### config.mk
export PLATFORM = sky130hd
export DESIGN_NAME = pcsc_parser
export DESIGN_NICKNAME = d
export VERILOG_FILES = /design/src/design/pcsc_pkg.sv /design/src/design/pcsc_parser.sv
export SDC_FILE = /design/constraint.sdc
export NUM_CORES = 1
export LEC_CHECK = 0
export ABC_AREA = 0
export BUFFER_PORTS_ARGS = -buffer_cell sky130_fd_sc_hd__buf_2
export CORE_MARGIN = 2
export CORE_UTILIZATION = 50
export DETAILED_ROUTE_END_ITERATION = 12
export PLACE_DENSITY = 0.71
export SETUP_SLACK_MARGIN = 0.15
export SLEW_MARGIN = 40
export SYNTH_ARGS = -nofsm -noshare
export SYNTH_HDL_FRONTEND = slang
export SYNTH_SLANG_ARGS = --single-unit
### constraint.sdc
create_clock -name clk -period 5.4 [get_ports clk]
set_input_delay 0.54 -clock clk [delete_from_list [all_inputs] [get_ports clk]]
set_output_delay 0.54 -clock clk [all_outputs]
set_load 0.005 [all_outputs]
### src/design/pcsc_pkg.sv
// Package for the PNG chunk structure checker.
// Holds result types, chunk type codes and the signature table; no dependencies.
package pcsc_pkg;

  localparam int unsigned ResDepth = 4;
  localparam int unsigned ResPtrW  = $clog2(ResDepth);
  localparam int unsigned ResCntW  = $clog2(ResDepth + 1);

  localparam logic [31:0] TYPE_IHDR = 32'h4948_4452;
  localparam logic [31:0] TYPE_IDAT = 32'h4944_4154;
  localparam logic [31:0] TYPE_IEND = 32'h4945_4E44;

  typedef enum logic [2:0] {
    CAUSE_NONE    = 3'd0,
    CAUSE_BAD_SIG = 3'd1,
    CAUSE_NO_IHDR = 3'd2,
    CAUSE_NO_IDAT = 3'd3,
    CAUSE_NO_IEND = 3'd4
  } cause_t;

  localparam logic KIND_IDAT    = 1'b0;
  localparam logic KIND_VERDICT = 1'b1;

  typedef struct packed {
    logic        report_kind;
    logic [31:0] chunk_offset;
    logic [31:0] chunk_crc;
    logic        file_valid;
    logic [2:0]  failure_cause;
    logic        last_of_run;
  } result_t;

  typedef struct packed {
    logic [1:0] num;
    result_t    r0;
    result_t    r1;
  } push_t;

  function automatic logic [7:0] sig_byte(input logic [2:0] idx);
    logic [7:0] b;
    case (idx)
      3'd0:    b = 8'h89;
      3'd1:    b = 8'h50;
      3'd2:    b = 8'h4E;
      3'd3:    b = 8'h47;
      3'd4:    b = 8'h0D;
      3'd5:    b = 8'h0A;
      3'd6:    b = 8'h1A;
      default: b = 8'h0A;
    endcase
    return b;
  endfunction

endpackage

### src/design/pcsc_parser.sv
// Chunk walker: consumes one registered byte beat per cycle and emits up to
// two results (IDAT report, verdict). Depends on pcsc_pkg.
module pcsc_parser import pcsc_pkg::*; (
  input  logic       clk,
  input  logic       rst_n,
  input  logic       beat_valid,
  input  logic [7:0] beat_byte,
  input  logic       beat_eof,
  output push_t      push
);

  typedef enum logic [2:0] {
    PH_SIG  = 3'd0,
    PH_LEN  = 3'd1,
    PH_TYPE = 3'd2,
    PH_DATA = 3'd3,
    PH_CRC  = 3'd4,
    PH_DONE = 3'd5
  } phase_t;

  phase_t      phase_r, phase_nxt;
  logic [31:0] fc_r, fc_nxt;
  logic [31:0] off_r, off_nxt;
  logic [31:0] start_r, start_nxt;
  logic [31:0] len_r, len_nxt;
  logic [31:0] type_r, type_nxt;
  logic [31:0] crc_r, crc_nxt;
  logic        ihdr_r, ihdr_nxt;
  logic        idat_r, idat_nxt;
  logic        verd_r, verd_nxt;

  logic        rep;
  logic        verd;
  logic        verd_ok;
  logic [2:0]  verd_cause;
  logic [31:0] type_new;
  logic [31:0] crc_new;
  logic [31:0] fc_inc;
  result_t     rep_res;
  result_t     verd_res;

  always_comb begin
    phase_nxt  = phase_r;
    fc_nxt     = fc_r;
    off_nxt    = off_r + 32'd1;
    start_nxt  = start_r;
    len_nxt    = len_r;
    type_nxt   = type_r;
    crc_nxt    = crc_r;
    ihdr_nxt   = ihdr_r;
    idat_nxt   = idat_r;
    verd_nxt   = verd_r;
    rep        = 1'b0;
    verd       = 1'b0;
    verd_ok    = 1'b0;
    verd_cause = CAUSE_NONE;
    type_new   = {type_r[23:0], beat_byte};
    crc_new    = {crc_r[23:0], beat_byte};
    fc_inc     = fc_r + 32'd1;

    unique case (phase_r)
      PH_SIG: begin
        if (beat_byte != sig_byte(fc_r[2:0])) begin
          verd       = 1'b1;
          verd_cause = CAUSE_BAD_SIG;
        end else if (fc_r >= 32'd7) begin
          phase_nxt = PH_LEN;
          fc_nxt    = '0;
        end else begin
          fc_nxt = fc_inc;
        end
      end
      PH_LEN: begin
        if (fc_r == '0) start_nxt = off_r;
        len_nxt = {len_r[23:0], beat_byte};
        if (fc_r >= 32'd3) begin
          phase_nxt = PH_TYPE;
          fc_nxt    = '0;
        end else begin
          fc_nxt = fc_inc;
        end
      end
      PH_TYPE: begin
        type_nxt = type_new;
        if (fc_r < 32'd3) begin
          fc_nxt = fc_inc;
        end else begin
          fc_nxt    = '0;
          phase_nxt = (len_r == '0) ? PH_CRC : PH_DATA;
          if (!ihdr_r) begin
            if (type_new != TYPE_IHDR) begin
              verd       = 1'b1;
              verd_cause = CAUSE_NO_IHDR;
            end else begin
              ihdr_nxt = 1'b1;
            end
          end else if (type_new == TYPE_IEND) begin
            verd       = 1'b1;
            verd_ok    = idat_r;
            verd_cause = idat_r ? CAUSE_NONE : CAUSE_NO_IDAT;
          end else if (type_new == TYPE_IDAT) begin
            idat_nxt = 1'b1;
          end
        end
      end
      PH_DATA: begin
        fc_nxt = fc_inc;
        if (fc_inc >= len_r) begin
          phase_nxt = PH_CRC;
          fc_nxt    = '0;
        end
      end
      PH_CRC: begin
        crc_nxt = crc_new;
        if (fc_r < 32'd3) begin
          fc_nxt = fc_inc;
        end else begin
          rep       = (type_r == TYPE_IDAT);
          phase_nxt = PH_LEN;
          fc_nxt    = '0;
          len_nxt   = '0;
          type_nxt  = '0;
          crc_nxt   = '0;
        end
      end
      default: begin
      end
    endcase

    if (verd) begin
      verd_nxt  = 1'b1;
      phase_nxt = PH_DONE;
    end

    if (beat_eof) begin
      if (!verd_nxt) begin
        verd    = 1'b1;
        verd_ok = 1'b0;
        if (phase_r == PH_SIG)  verd_cause = CAUSE_BAD_SIG;
        else if (!ihdr_nxt)     verd_cause = CAUSE_NO_IHDR;
        else if (!idat_nxt)     verd_cause = CAUSE_NO_IDAT;
        else                    verd_cause = CAUSE_NO_IEND;
      end
      phase_nxt = PH_SIG;
      fc_nxt    = '0;
      off_nxt   = '0;
      start_nxt = '0;
      len_nxt   = '0;
      type_nxt  = '0;
      crc_nxt   = '0;
      ihdr_nxt  = 1'b0;
      idat_nxt  = 1'b0;
      verd_nxt  = 1'b0;
    end
  end

  always_comb begin
    rep_res               = '0;
    rep_res.report_kind   = KIND_IDAT;
    rep_res.chunk_offset  = start_r;
    rep_res.chunk_crc     = crc_new;
    rep_res.last_of_run   = !verd;
    verd_res              = '0;
    verd_res.report_kind  = KIND_VERDICT;
    verd_res.file_valid   = verd_ok;
    verd_res.failure_cause = verd_cause;
    verd_res.last_of_run  = 1'b1;
    push.num = beat_valid ? ({1'b0, rep} + {1'b0, verd}) : 2'd0;
    push.r0  = rep ? rep_res : verd_res;
    push.r1  = verd_res;
  end

  always_ff @(posedge clk) begin
    if (!rst_n) begin
      phase_r <= PH_SIG;
      fc_r    <= '0;
      off_r   <= '0;
      start_r <= '0;
      len_r   <= '0;
      type_r  <= '0;
      crc_r   <= '0;
      ihdr_r  <= 1'b0;
      idat_r  <= 1'b0;
      verd_r  <= 1'b0;
    end else if (beat_valid) begin
      phase_r <= phase_nxt;
      fc_r    <= fc_nxt;
      off_r   <= off_nxt;
      start_r <= start_nxt;
      len_r   <= len_nxt;
      type_r  <= type_nxt;
      crc_r   <= crc_nxt;
      ihdr_r  <= ihdr_nxt;
      idat_r  <= idat_nxt;
      verd_r  <= verd_nxt;
    end
  end

`ifndef SYNTH
  a_done_has_verdict: assert property (@(posedge clk) disable iff (!rst_n)
    (phase_r == PH_DONE) |-> verd_r)
    else $error("done phase without verdict flag");
  a_verd_moves_done: assert property (@(posedge clk) disable iff (!rst_n)
    (beat_valid && verd && !beat_eof) |=> (phase_r == PH_DONE))
    else $error("verdict did not enter done phase");
  a_eof_restarts: assert property (@(posedge clk) disable iff (!rst_n)
    (beat_valid && beat_eof) |=> (phase_r == PH_SIG && off_r == '0 && !verd_r))
    else $error("end of file did not restart parser");
`endif

endmodule

==> metrics.md <==
| Metric | Value |
|---|---|
| First-pass GRT wire length | `slightly above 40 mm` |
| Synth Warn # | `0` |
| Final hold violation count | `0` |
| Critical Path Start Type | `register` |
| Hold depth | `3` |
| Vias/cell | `between 5 and 6` |
| Util after Layout | `0.558` |
| Final TNS setup | `0 ns` |
| Yosys top cell area share | `0.363` |
| Worst hold margin | `approximately 0.46 ns` |
| EDFF count, synth | `0` |
| Pin count of the biggest net entering global routing | `70` |
| Row count | `52` |
| Minimum clock period | `around 4.6 ns` |
| Synth top cells by count | `190 x dfxtp_1, 101 x nand2_1, 97 x nor2b_1` |
| Crit-path max FO | `46` |
| Die width | `approximately 150 µm` |
| Clock buffer depth | `2` |
| Post-synth ARST share | `0` |
| Die area | `approximately 22000 µm²` |
| Gpl congestion | `approximately 0.9` |
| Maximum level of the CTS H-tree | `4` |
| Antenna Cells | `0` |
| Antenna viol nets, final | `0` |
| Post CTS Setup Buffer Count | `0` |
| Synth Flop Type | `dfxtp_1` |
| Top-count cell post-synth | `dfxtp_1` |
| Setup crit end kind | `register` |
| Max cap viols | `0` |
| Synth top area cells | `dfxtp_1 36%, a22oi_1 6.4%, nor2b_1 5.8%, buf_4 5.1%, and2_1 4.5%` |
| Total CTS buffers | `17` |
| I/O pin total | `between 150 and 200` |
| Overall power | `approximately 2.9 mW` |
| Worst VDD drop | `between 0.2 and 0.25 mV` |
| HPWL Detailed | `approximately 17 mm` |
| Syn Area/Cell | `between 8 and 9 µm²` |
| Critical path class | `register to register` |
| P&R area growth vs syn | `8.68%` |
| Synth Cell Area | `approximately 10000 µm²` |
| Pre-antenna DRT Iters | `5` |
| Post-Place Cells | `~1600` |
| Type of the most critical hold path | `input pin to register` |
| Final nets | `1356` |
| Initial Utilization | `0.513` |
| Worst-Margin Slew | `~0.82 ns` |
| Share of layout cells above drive strength 1 | `0.121` |
| Fmax | `~220 MHz` |
| Relative slew slack | `0.448` |
| Initial detailed-routing violation count | `roughly 950` |
| Area of the core | `20400 µm²` |
| Post-synthesis sequential area ratio | `0.363` |
| LEAKAGE | `~4.4 nW` |
| Required @ worst endpoint | `between 5 and 6 ns` |
| CTS tree | `yes` |
| Clk slew on worst S/H paths | `0.08 ns` |
| Die Height | `between 100 and 150 µm` |
| WL per Instance | `15.6 µm` |
| R2R depth | `18` |
| Worst-Skew Late Latency | `~0.44 ns` |
| Post-CTS Hold Fix Bufs | `0` |
| Total global routing overflow | `0` |
| Clock sink total | `between 150 and 200` |
| # DRC | `0` |
| Mapped Cells | `around 1300` |
| Post-Layout Cell Count | `1589` |
| GRT Util Overall | `0.225` |
| CTS root buf | `clkbuf_16` |
| Count of pins over their slew limit | `0` |
| # fillers | `1900` |
| Area leader, netlist | `dfxtp_1` |
| Distinct cells, synth | `slightly above 60` |
| Final setup violating endpoints | `0` |
| I/O Buffers | `87` |
| Drt total wl | `around 25 mm` |
| Initial antenna violation count | `0` |
| Yosys reg bits | `190` |
| Vias | `just under 9000` |
| Worst Skew | `approximately 0.017 ns` |
| Power per cell area | `~260 nW/µm²` |
| Number of global-route vias before repair | `roughly 7900` |
| Run status | `finished clean` |
| Cts repair resizes | `0` |
| CP Data Arrival Time | `between 4 and 5 ns` |
| Unrepaired setup endpoints after global routing | `no` |
| Final Cycle Share | `0.846` |
-- routing by layer --
layer,GRT usage,up-vias,routed length (µm)
met3,0.0284,18,1310
li1,-,4369,-
met2,0.342,287,11200
met5,0,-,0
met4,0.0590,0,232
met1,0.336,4216,12100
-- placed cells by master (no fill, tap or decap), types with 7 or more instances in the layout --
cell type	n
or3_1	7
dfxtp_1	190
buf_4	13
xor2_1	31
a31oi_1	14
nor3_1	13
nand3_1	70
nand2b_1	8
or2_2	9
inv_1	47
xnor2_1	22
o21ai_0	26
and3_1	9
a22o_1	12
a21oi_1	37
nor4_1	25
ha_1	38
clkbuf_16	17
conb_1	66
and2_1	75
nand4_1	26
buf_2	86
a22oi_1	89
nand2_1	101
a21boi_0	33
nor2b_1	97
nor2_1	71
-- area by class of cell --
class / count / area, µm² / area share
Sequential cell: 190 / 3800 / 0.334
Inverter: 47 / 176 / 0.0155
Multi-Input combinational cell: 951 / 5930 / 0.521
Clock buffer: 18 / 429 / 0.0377
Timing Repair Buffer: 99 / 528 / 0.0464
Clock inverter: 14 / 183 / 0.0160
Tap cell: 270 / 338 / 0.0297
-- stage by stage --
step / cell area, µm² / setup WS, ns
after CTS: 11400 / 0.884
after global placement: 10800 / 1.02
after floorplan: 10700 / 1.31
after detailed placement: 10800 / 0.935
final: 11400 / 0.829
after global routing: 11400 / 0.328
-- worst max-delay path, stage by stage, from the launching register on --
cell,delay [ns]
dfxtp_1,0.68
nand3_1,0.26
nor4_1,0.32
buf_4,0.20
nand4_1,0.18
nor2b_1,0.21
nand2_1,0.08
and2_1,0.16
or2_2,0.29
ha_1,0.30
nand4_1,0.14
nor3_1,0.07
nor4_1,0.25
nand4_1,0.11
a41o_1,0.27
a211oi_4,0.19
buf_4,0.43
o21ai_0,0.16
a31oi_1,0.18
-- flip-flops by register name, summed over array words and instances (netlist names) --
register  count
off_r        32
phase_r       3
type_r       32
idat_r        1
len_r        32
fc_r         32
crc_r        24
start_r      32
ihdr_r        1
verd_r        1
-- power by group --
group          internal, mW  switching, mW  total, mW
Combinational        0.0667          0.148      0.215
Clock                 0.635          0.639       1.27
Sequential             1.41         0.0127       1.42
-- worst paths after layout --
check                           slack [ns]    startpoint  endpoint
worst max-delay path                  0.83       fc_r[2]   fc_r[5]
worst min-delay path                  0.46  beat_byte[6]  len_r[6]
worst min register to register        0.46        verd_r    verd_r
worst max register to register        0.83       fc_r[2]   fc_r[5]
-- logic make-up after synthesis --
| family | share of synthesized area |
|---|---|
| other | 0.000717 |
| DFF | 0.363 |
| AOI/OAI and AO/OA | 0.160 |
| muxes | 0.00191 |
| and+or+nand+nor | 0.287 |
| adders and majority gates | 0.0454 |
| buffers and inverters | 0.0978 |
| xor gates and xnor gates | 0.0443 |
Note: power is estimated with default switching activity, not from simulation.
